<file path="src/design/jeti_pkg.sv">
`timescale 1ns / 1ps
// ----------------------------------------------------------------------------
// jeti_pkg
// Shared types, constants and helpers for the Julia escape-time iterator.
// ----------------------------------------------------------------------------
package jeti_pkg;

    localparam int FRAC_BITS   = 28;
    localparam int COORD_W     = 32;
    localparam int PROD_W      = 2 * COORD_W;
    localparam int ITER_W      = 10;
    localparam int CFG_IDX_W   = 2;
    localparam int CFG_DATA_W  = 32;

    // Escape threshold is 4.0 squared-magnitude, i.e. 2^(2F+2)
    localparam int THRESH_BITS     = 2 * FRAC_BITS + 2;
    localparam bit ESC_REACHABLE   = (THRESH_BITS <= 63);
    localparam logic [PROD_W:0] ESC_LIMIT =
        ESC_REACHABLE ? ((PROD_W + 1)'(1) << THRESH_BITS) : '1;

    localparam int Q_DEPTH  = 2;
    localparam int Q_PTR_W  = (Q_DEPTH > 1) ? $clog2(Q_DEPTH) : 1;
    localparam int Q_CNT_W  = $clog2(Q_DEPTH + 1);

    localparam logic [CFG_IDX_W-1:0] REG_C_REAL   = 2'd0;
    localparam logic [CFG_IDX_W-1:0] REG_C_IMAG   = 2'd1;
    localparam logic [CFG_IDX_W-1:0] REG_MAX_ITER = 2'd2;

    localparam logic [ITER_W-1:0] MAX_ITER_RESET = ITER_W'(500);

    localparam int SUM_W = PROD_W + 2;

    typedef struct packed {
        logic signed [COORD_W-1:0] re;
        logic signed [COORD_W-1:0] im;
    } jeti_point_t;

    typedef struct packed {
        logic signed [COORD_W-1:0] c_real;
        logic signed [COORD_W-1:0] c_imag;
        logic [ITER_W-1:0]         max_iter;
    } jeti_cfg_t;

    typedef struct packed {
        logic              done;
        logic [ITER_W-1:0] count;
    } jeti_result_t;

    // Clamp a wide signed sum to the coordinate range
    function automatic logic signed [COORD_W-1:0] sat_coord(input logic signed [SUM_W-1:0] v);
        logic signed [SUM_W-1:0] hi;
        logic signed [SUM_W-1:0] lo;
        hi = {{(SUM_W-COORD_W+1){1'b0}}, {(COORD_W-1){1'b1}}};
        lo = {{(SUM_W-COORD_W+1){1'b1}}, {(COORD_W-1){1'b0}}};
        if (v > hi)
            return hi[COORD_W-1:0];
        else if (v < lo)
            return lo[COORD_W-1:0];
        else
            return v[COORD_W-1:0];
    endfunction

endpackage

</file>
<file path="src/design/jeti_front.sv">
`timescale 1ns / 1ps
// ----------------------------------------------------------------------------
// jeti_front
// Request intake: takes starting points and holds them in a short queue.
// ----------------------------------------------------------------------------
module jeti_front
(
    input  logic                 clk,
    input  logic                 rst_n,
    input  logic                 point_valid,
    output logic                 point_ready,
    input  jeti_pkg::jeti_point_t point_in,
    output logic                 q_valid,
    output jeti_pkg::jeti_point_t q_point,
    input  logic                 q_pop
);
    import jeti_pkg::*;

    jeti_point_t            slot_reg [Q_DEPTH];
    logic [Q_PTR_W-1:0]     wr_ptr_reg;
    logic [Q_PTR_W-1:0]     wr_ptr_next;
    logic [Q_PTR_W-1:0]     rd_ptr_reg;
    logic [Q_PTR_W-1:0]     rd_ptr_next;
    logic [Q_CNT_W-1:0]     level_reg;
    logic [Q_CNT_W-1:0]     level_next;
    logic                   push;
    logic                   pop;

    assign point_ready = (level_reg != Q_CNT_W'(Q_DEPTH));
    assign q_valid     = (level_reg != '0);
    assign q_point     = slot_reg[rd_ptr_reg];
    assign push        = point_valid && point_ready;
    assign pop         = q_pop && q_valid;

    always_comb
    begin
        wr_ptr_next = wr_ptr_reg;
        rd_ptr_next = rd_ptr_reg;
        level_next  = level_reg;
        if (push)
        begin
            wr_ptr_next = (wr_ptr_reg == Q_PTR_W'(Q_DEPTH - 1)) ? '0 : wr_ptr_reg + 1'b1;
        end
        if (pop)
        begin
            rd_ptr_next = (rd_ptr_reg == Q_PTR_W'(Q_DEPTH - 1)) ? '0 : rd_ptr_reg + 1'b1;
        end
        if (push && !pop)
            level_next = level_reg + 1'b1;
        else if (pop && !push)
            level_next = level_reg - 1'b1;
    end

    always_ff @(posedge clk or negedge rst_n)
    begin
        if (!rst_n)
        begin
            wr_ptr_reg <= '0;
            rd_ptr_reg <= '0;
            level_reg  <= '0;
        end
        else
        begin
            wr_ptr_reg <= wr_ptr_next;
            rd_ptr_reg <= rd_ptr_next;
            level_reg  <= level_next;
        end
    end

    always_ff @(posedge clk)
    begin
        if (push)
            slot_reg[wr_ptr_reg] <= point_in;
    end

endmodule

</file>
<file path="config.mk">
export PLATFORM = sky130hd
export DESIGN_NAME = jeti_front
export DESIGN_NICKNAME = d
export VERILOG_FILES = /design/src/design/jeti_pkg.sv /design/src/design/jeti_front.sv
export SDC_FILE = /design/constraint.sdc
export NUM_CORES = 1
export LEC_CHECK = 0
export BUFFER_PORTS_ARGS = -buffer_cell sky130_fd_sc_hd__buf_2
export CAP_MARGIN = 30
export CORE_AREA = 8 8 135 137
export DETAILED_ROUTE_END_ITERATION = 8
export DIE_AREA = 0 0 143 145
export PLACE_DENSITY = 0.56
export SYNTH_ARGS = -nofsm -noshare
export SYNTH_HDL_FRONTEND = slang
export SYNTH_SLANG_ARGS = --single-unit
</file>
<file path="constraint.sdc">
create_clock -name clk -period 4.5 [get_ports clk]
set_clock_uncertainty 0.2 [all_clocks]
set_input_delay 0.675 -clock clk [delete_from_list [all_inputs] [get_ports clk]]
set_output_delay 0.675 -clock clk [all_outputs]
set_load 0.01 [all_outputs]
</file>
== After elaboration in Yosys (flattened, before gate mapping) ==
Memories as Yosys holds them, arrays and structs flattened.
Index checks and enable logic that the tools add are counted.
Operators by class
  add/subtract/negate cells: 4
  multiplexer cells: 6
  div/mod/pow operators: 0
  equal/unequal tests: 1
  reduce and logical (&&, ||, !) cells: 8
  order comparisons: 0
  multipliers: 0
  shift operators: 0
  bitwise operators: 0
Operators with widths (count)
  $logic_and 1x1->1: 4
  $mux 1: 4
  $mux 2: 2
  $reduce_bool 2->1: 2
  $add 1x1->1 const B: 2
  $add 2x1->2 const B: 1
  $logic_not 1->1: 2
  $ne 2x2->1 const B: 1
  $sub 2x1->2 const B: 1
Storage, ports and cells
  input port bits: 68
  bits in latches: 0
  output and inout port bits: 66
  register bits after elaboration: 4
  bits in read-only memories: 0
  memories: 1
  RAM bits: 128
  word-level logic and storage cells: 23
Memory list
  slot_reg: words 2, width 64, rd ports 1, clocked after memory_dff 0, wr ports 1, RTL line jeti_front.sv:19  | jeti_point_t slot_reg [Q_DEPTH];

== Longest topological paths before layout ==
Gate-level depths: netlist (run 1).
  word-level depth: 6
  mapped depth: 7
  depth with buffers taken out: 7

== Worst setup path after synthesis (run 1) ==
No wires, ideal clock.
  kind: input port to flip-flop
  from: input point_valid
  to: memory slot_reg[0][0] (netlist name), enable pin
  stages: 2
  setup slack: 371 ps
  library setup time: 486 ps
  data required time: 3814 ps
  arrival: 3442 ps
  buffers on the path: 0
  cells stage by stage: nand2_1 nor2_1
Between the ends
  longest elaborated chain between the ends: 3
RTL lines
  start: declaration: RTL line jeti_front.sv:10  | input logic point_valid,
  $logic_and 1x1->1: RTL line jeti_front.sv:32  | assign push = point_valid && point_ready;
  $mux 1: RTL line jeti_front.sv:72  | if (push)
  $mux 1 (not written as such): RTL line jeti_front.sv:73  | slot_reg[wr_ptr_reg] <= point_in;
  end: declaration: RTL line jeti_front.sv:19
No other way between the ends.

==> results.txt, run 1 <==
* Number of clock sinks: 132
- TritonCTS built the clock tree.
- STA puts the critical path data required time at 3.62 ns.
* Leading post-synthesis cells by instance count: sky130_fd_sc_hd__edfxtp_1, sky130_fd_sc_hd__mux2_4, sky130_fd_sc_hd__mux2_2
* GPL Wtd Cong: a little under 0.7
- DPL Wire Length: between 6 and 7 mm
- Worst setup EP type: output pin
- The initial antenna violation count came to 0.
* Crit path arrival time: between 2 and 2.5 ns
- Across the VDD grid, the largest voltage drop is 0.0003021 V.
- Measured against the total synthesized area, the mux share comes to between 10% and 20%.
- EDFF count, synth: 128
- Worst hold slack across all endpoints: around 0.26 ns
- Count of non-filler cells in the finished layout: roughly 600
* Pin count of the biggest net entering global routing: 65
- Net count reported at finish: roughly 440
* Register clock-pin slew on the reported worst setup and hold paths: around 0.05 ns
- The worst path in the final design needs a cycle of ~3.2 ns, including I/O delays and setup.
* Maximum count of clock buffers along a single path: 2
- Number of CTS-inserted buffers: 17
- Counting distinct cell types in the post-synthesis netlist gives 15.
- From left edge to right edge, the die measures ~140 um.
- The critical path goes through buf_4, mux2_4, buf_2.
* N_diodes: 0
- Largest family of logic cells by synthesized area: multiplexers
- The critical path is of the reg2out type.
* RSZ-0062 raised after global routing: false
- Cell count after synthesis: about 220
- Adding up every negative setup slack in the final design gives 0 ns.
- Total routing usage reported by global routing: around 9.6%
- Most common flop cell mapped by yosys: sky130_fd_sc_hd__edfxtp_1
- Delay of the slowest cell on the worst path: between 1 and 1.5 ns
- In the finished design, the share of the clock period the worst path needs comes to ~70%.
- In the post-synthesis netlist, the biggest area contributors are sky130_fd_sc_hd__edfxtp_1, sky130_fd_sc_hd__mux2_4, sky130_fd_sc_hd__mux2_2, sky130_fd_sc_hd__dfrtp_1, sky130_fd_sc_hd__buf_6.
* Share of the synthesized area in the top cell type: 76.59%
* Boundary Pins: approximately 130
* Slowest-stage cell, CP: sky130_fd_sc_hd__dfrtp_4
- The later pin in the worst-skew pair is clocked with a latency of approximately 0.4 ns.
- Proportion of layout cells with a drive suffix above 1: around three fifths
* Area of the core region: between 15000 and 20000 sq um
- The worst setup path is launched from a register.
- The routed layout has roughly 2500 vias.
- Placed Instances: about 570
- Final setup violating endpoints: 0
- Std-Cell Rows: 47
- Mean instance size in the synthesized netlist: around 23 sq um
* Share of the yosys chip area belonging to registers: approximately four fifths
* Cell chosen for the clock root: sky130_fd_sc_hd__clkbuf_16
- Vias per std cell: about 4.1
- The cell area that synthesis handed to floorplanning was about 5000 sq um.
* Number of nets with antenna violations after detailed routing: 0
* Result of the run: complete, no violations
* Largest area contributor in the synthesized netlist: sky130_fd_sc_hd__edfxtp_1
- Count of maximum capacitance violations: 0
- At the pin with the least slew margin, the transition time is 0.9582 ns.
* Detailed router's first-iteration violation count: about 80
- Fraction of synthesis flops using an asynchronous set or reset pin: 3.030%
* Hold Path Class: in2reg
- By instance count, the leading cell after synthesis is sky130_fd_sc_hd__edfxtp_1.
- Simple-gate portion of the synthesized area: less than 1%
- YS warnings: 0
* Number of remaining DRC errors: 0
* First-pass detailed-route iteration total: 4
- Via count of the first global-routing pass: approximately 2800
- After Yosys synthesis, XOR and XNOR cells account for less than 1% of the synthesized area.
- Along the worst path, the maximum fanout reaches between 50 and 60.
* Yosys reg bits: 132
- Final hold vios: 0
- Number of H-tree levels: 4
- Max reg flops: between 100 and 150
- The synthesized netlist devotes 0.2493% of its cell area to adder and majority cells.
* Final global-route overflow total: 0
- PostCTS Resize Cnt: 0
- WL final: about 9.6 mm
- The worst pin sits at a relative slew slack of 35.97%.
- Power spread over the standard cell area amounts to 684.1 nW/um^2.
- Wire length of the first global-routing pass: between 10 and 15 mm
- Total nets after synthesis: 286
* Fill cell total of the finished layout: roughly 1500
* Starting Density: slightly above 30%
- Die footprint: approximately 21000 sq um
- Buffers placed on the I/O ports in this run total 133.
* Setup bufs post-CTS: 0
* Peak clock frequency supported by timing: between 0.3 and 0.4 GHz
- Die extent in y: approximately 150 um
* Compound-gate portion of the synthesized area: 0%
- After detailed routing, the average wire length per cell comes to approximately 16 um.
- Static leakage: 2.582 nW
- Area growth syn-to-layout: 30.37%
* Number of max-slew violations in the final report: 0
-- metal layers --
layer / GRT usage, % / routed length [um] / share of wire [%]
met3: 4.987 / 840 / 8.7
met5: 0 / 0 / 0
met1: 10.07 / 4037 / 42
met4: 4.306 / 118 / 1.2
met2: 15.81 / 4610 / 48
-- cells in the final DEF, fill, tap and decap left out, types with 2 or more instances in the layout --
master                      count
sky130_fd_sc_hd__xnor2_1        3
sky130_fd_sc_hd__buf_4          2
sky130_fd_sc_hd__bufinv_16      4
sky130_fd_sc_hd__clkbuf_16     17
sky130_fd_sc_hd__clkinv_1       7
sky130_fd_sc_hd__xor2_1         2
sky130_fd_sc_hd__edfxtp_1     128
sky130_fd_sc_hd__nand2_1        2
sky130_fd_sc_hd__mux2_4        50
sky130_fd_sc_hd__mux2_2        14
sky130_fd_sc_hd__dfrtp_1        3
sky130_fd_sc_hd__clkinv_2       3
sky130_fd_sc_hd__buf_2        133
-- metrics by stage --
step	cell area [sq um]	power [mW]	util [%]	setup WS, ns
after global routing	6543	4.716	40.46	1.186
after detailed placement	5938	3.162	36.72	1.698
after global placement	5938	3.141	36.72	1.716
after floorplan	5019	2.719	-	0.3715
after CTS	6543	4.572	40.46	1.242
final	6543	4.476	40.46	1.348
-- layout make-up --
cell class | instances | area (sq um) | share of cell area (%)
flip-flops and latches | 132 | 3948 | 60.34
multi-input cells | 77 | 1011 | 15.45
repair buffers | 137 | 710.7 | 10.86
clock buffers | 17 | 425.4 | 6.502
well taps | 220 | 275.3 | 4.207
clock inverters | 15 | 168.9 | 2.582
inverters | 1 | 3.754 | 0.05737
-- final timing paths --
kind                              endpoint  slack [ns]  depth (start not counted)    startpoint
max                            q_point[10]        1.35                          3    rd_ptr_reg
min                         slot_reg[0][4]        0.26                          1   point_in[4]
max reg2reg                slot_reg[0][35]        2.17                          4  level_reg[0]
min reg2reg                   level_reg[1]        0.29                          1  level_reg[1]
max in group asynchronous       rd_ptr_reg        3.56                          2         rst_n
min in group asynchronous     level_reg[0]        0.41                          2         rst_n
-- kinds of logic (layout without fill, tap and decap cells) --
kind of cell | Yosys count | after routing
XOR/XNOR | 5 | 5
adder cells (fa/ha/maj) | 1 | 1
buffers and inverters | 8 | 170
flip-flops | 132 | 132
multiplexers | 64 | 64
AND/OR/NAND/NOR | 7 | 7
-- power breakdown --
part           internal (mW)  switching, mW  total, mW
sequential              1.69          0.191       1.88
combinational          0.657          0.554       1.21
clock                  0.909          0.478       1.39
total                   3.25           1.22       4.48
-- critical path: cells and delay by family (launching register included) --
family   cells  cell delay, ns
buf+inv      2            0.51
flops        1            1.03
mux          1            0.32
-- what timing repair did --
action,4_1_cts,5_1_grt
hold buffers,1,0
endpoints found under the setup margin,0,0
hold endpoints to repair,4,0
(Power assumes the default switching activity.)
==> run 2, diff against run 1 <==
==> constraint.sdc (replaced) <==
create_clock -name clk -period 3.05 [get_ports clk]
set_clock_uncertainty 0.2 [all_clocks]
set_input_delay 0.4575 -clock clk [delete_from_list [all_inputs] [get_ports clk]]
set_output_delay 0.4575 -clock clk [all_outputs]
set_load 0.01 [all_outputs]
==> run 2 against run 1 <==
First-iteration DRC count up 2.5%. Global-route usage increased by 0.17 points. Cell area did not move. Power up 45%. Non-clock buffer count grew 2. Cell count increased by 0.33%. Routed wire length rose by 2.6%. Die area unchanged. Combinational power up 61%. Utilization did not move. Clock-buffer cell count is the same. Critical path type unchanged. Critical endpoint is now q_point[49]. Largest power group unchanged. Highest routed layer unchanged.
==> results.txt, run 2 (synthesized netlist as in run 1, its figures left out) <==
- Pin count of the biggest net entering global routing: 37
* Die width: between 100 and 150 um
- No sink is reached through more buffers than the 2 on the longest clock path.
- Std-Cell Rows: 47
- Met3 Wirelength: 755 um
- Using the TritonRoute via totals, the vias-per-cell ratio works out to roughly 4.1.
- The floorplan step defined a die boundary enclosing slightly above 20000 sq um.
* Max reg flops: about 130
- In the final routed layout, each cell accounts on average for ~16 um.
- Routed length on met2: between 4 and 5 mm
- The H-tree was split into 4 levels.
* PostCTS Resize Cnt: 0
- Path type of the worst setup path: reg2out
- Final hold vios: 0
- Highest-count cells in the layout ignoring fill and taps: sky130_fd_sc_hd__buf_2, sky130_fd_sc_hd__edfxtp_1, sky130_fd_sc_hd__mux2_4
* Count of non-filler cells in the finished layout: about 600
* TritonCTS clock tree: yes
- After layout, the worst path uses around 80% of the clock period.
- Wire length of the first global-routing pass: about 15 mm
* Number of CTS-inserted buffers: 17
- Final global-route overflow total: 0
- Final setup violating endpoints: 0
- Vias after detailed routing: 2462
- First-pass detailed-route iteration total: 4
* Worst setup EP type: output pin
* Static leakage: 2.582 nW
- M1 WL: 3.988 mm
* Top layer in use: met4
* Peak ir drop on the vdd network: roughly 0.00061 V
- Count of buffers from port buffering: roughly 130
- The flow ran to the end, and the final reports show no timing, DRC or antenna violations.
- In the final layout, the share of cells above drive strength 1 is a little over 60%.
- GPL Wtd Cong: between 0.6 and 0.7
- Die extent in y: between 100 and 150 um
- Once detailed placement completed, the half-perimeter wirelength came to approximately 6.7 mm.
- The root buffer cell chosen for the clock tree is sky130_fd_sc_hd__clkbuf_16.
- Number of nets with antenna violations after detailed routing: 0
* Boundary Pins: approximately 130
- Setup bufs post-CTS: 0
- Startpoint kind of the worst setup timing path: register
- Across the run, the number of max-cap violations was 0.
- Post-layout minimum cycle time: 2.485 ns
* Peak clock frequency supported by timing: between 0.4 and 0.5 GHz
- Starting Density: 31.03%
* Area growth syn-to-layout: 30.37%
- Worst-Margin Slew: a little over 0.5 ns
- At the end of the flow, the number of nets in the layout was 437.
- Number of remaining DRC errors: 0
- RSZ-0062 raised after global routing: false
- Most common cell after layout, fill and taps aside: sky130_fd_sc_hd__buf_2
* Number of clock sinks: 132
* N_diodes: 0
- Number of max-slew violations in the final report: 0
- Via count of the first global-routing pass: 2843
- Crit path arrival time: roughly 1.8 ns
- The detailed router finished its first iteration with just over 80 violations.
- After routing, the total negative slack on setup checks comes to 0 ns.
* Total routing usage reported by global routing: roughly 9.8%
* WL final: between 9 and 10 mm
- Hold Path Class: in2reg
* Clock latency reported for the late side of the worst-skew pair: 0.41 ns
- Once placement completed, the tool counted placed cells totaling 568.
- Antenna violations before repair: 0
- Peak fanout along the critical path: 18
- In this run the standard cell core region covers between 15000 and 20000 sq um.
- Required time reported for the critical path endpoint: ~2.4 ns
* Worst-case register-to-register setup slack: between 1 and 1.5 ns
* Register clock-pin slew on the reported worst setup and hold paths: 0.06 ns
- Measured against its own limit, the worst slew margin works out to approximately two thirds.
- Power spread over the standard cell area amounts to slightly below 1000 nW/um^2.
[run 2: cell count changes in the layout (fill, tap and decap cells not counted)]
cell                         delta
sky130_fd_sc_hd__buf_12         +1
sky130_fd_sc_hd__buf_4          +1
sky130_fd_sc_hd__clkinv_2       +2
sky130_fd_sc_hd__clkinv_1       -5
sky130_fd_sc_hd__clkinv_4       +3
sky130_fd_sc_hd__clkinvlp_4     +2
sky130_fd_sc_hd__bufinv_16      -2
[run 2: final timing paths]
kind,startpoint,to,depth (start not counted)
max reg2reg,level_reg[0],slot_reg[1][60],3
max,rd_ptr_reg,q_point[49],3
max in group asynchronous,rst_n,rd_ptr_reg,2
min in group asynchronous,rst_n,rd_ptr_reg,2
min reg2reg,level_reg[1],level_reg[1],1
min,point_in[57],slot_reg[1][57],1
[run 2: where the power goes]
group / switching, mW / internal (mW) / leakage, nW / total, mW
Combinational: 0.968 / 0.983 / 1.07 / 1.95
Sequential: 0.142 / 2.49 / 1.23 / 2.63
Clock: 0.729 / 1.19 / 0.273 / 1.92
Total: 1.84 / 4.66 / 2.58 / 6.50
[run 2: area by class of cell]
| cell class | count | area (sq um) |
|---|---|---|
| multi-input cells | 77 | 1011 |
| well taps | 220 | 275.3 |
| repair buffers | 139 | 738.2 |
| inverters | 1 | 3.754 |
| clock buffers | 17 | 425.4 |
| flip-flops and latches | 132 | 3948 |
| fillers | 1488 | 9629 |
| clock inverters | 15 | 141.4 |
[run 2: per-layer routing]
layer | up-vias | global-route usage (%)
met5 | - | 0
met4 | 0 | 4.147
met3 | 13 | 4.856
met2 | 80 | 16.28
met1 | 1204 | 10.31
li1 | 1165 | -
[run 2: stage by stage]
stage                     hold WS (ns)  power (mW)  area (sq um)  util (%)  setup slack, ns
after global placement         0.07147       4.653          5966     36.89           0.9992
after detailed placement       0.07287       4.692          5966     36.89           0.9817
final                          0.03300       6.499          6543     40.46           0.5649
after global routing          0.003633       6.863          6543     40.46           0.4623
after CTS                     0.002521       6.650          6543     40.46           0.5187
after floorplan               -0.03809       4.004          5021         -          0.05794
[run 2: worst max-delay path, cell delays in order, from the launching register on]
cell                      delay, ns
sky130_fd_sc_hd__dfrtp_4       0.54
sky130_fd_sc_hd__buf_4         0.35
sky130_fd_sc_hd__mux2_2        0.37
sky130_fd_sc_hd__buf_2         0.14
[run 2: repair_timing]
action / CTS / global route
hold buffers: 1 / 0
endpoints found under the hold margin: 4 / 0
setup endpoints to repair: 0 / 0
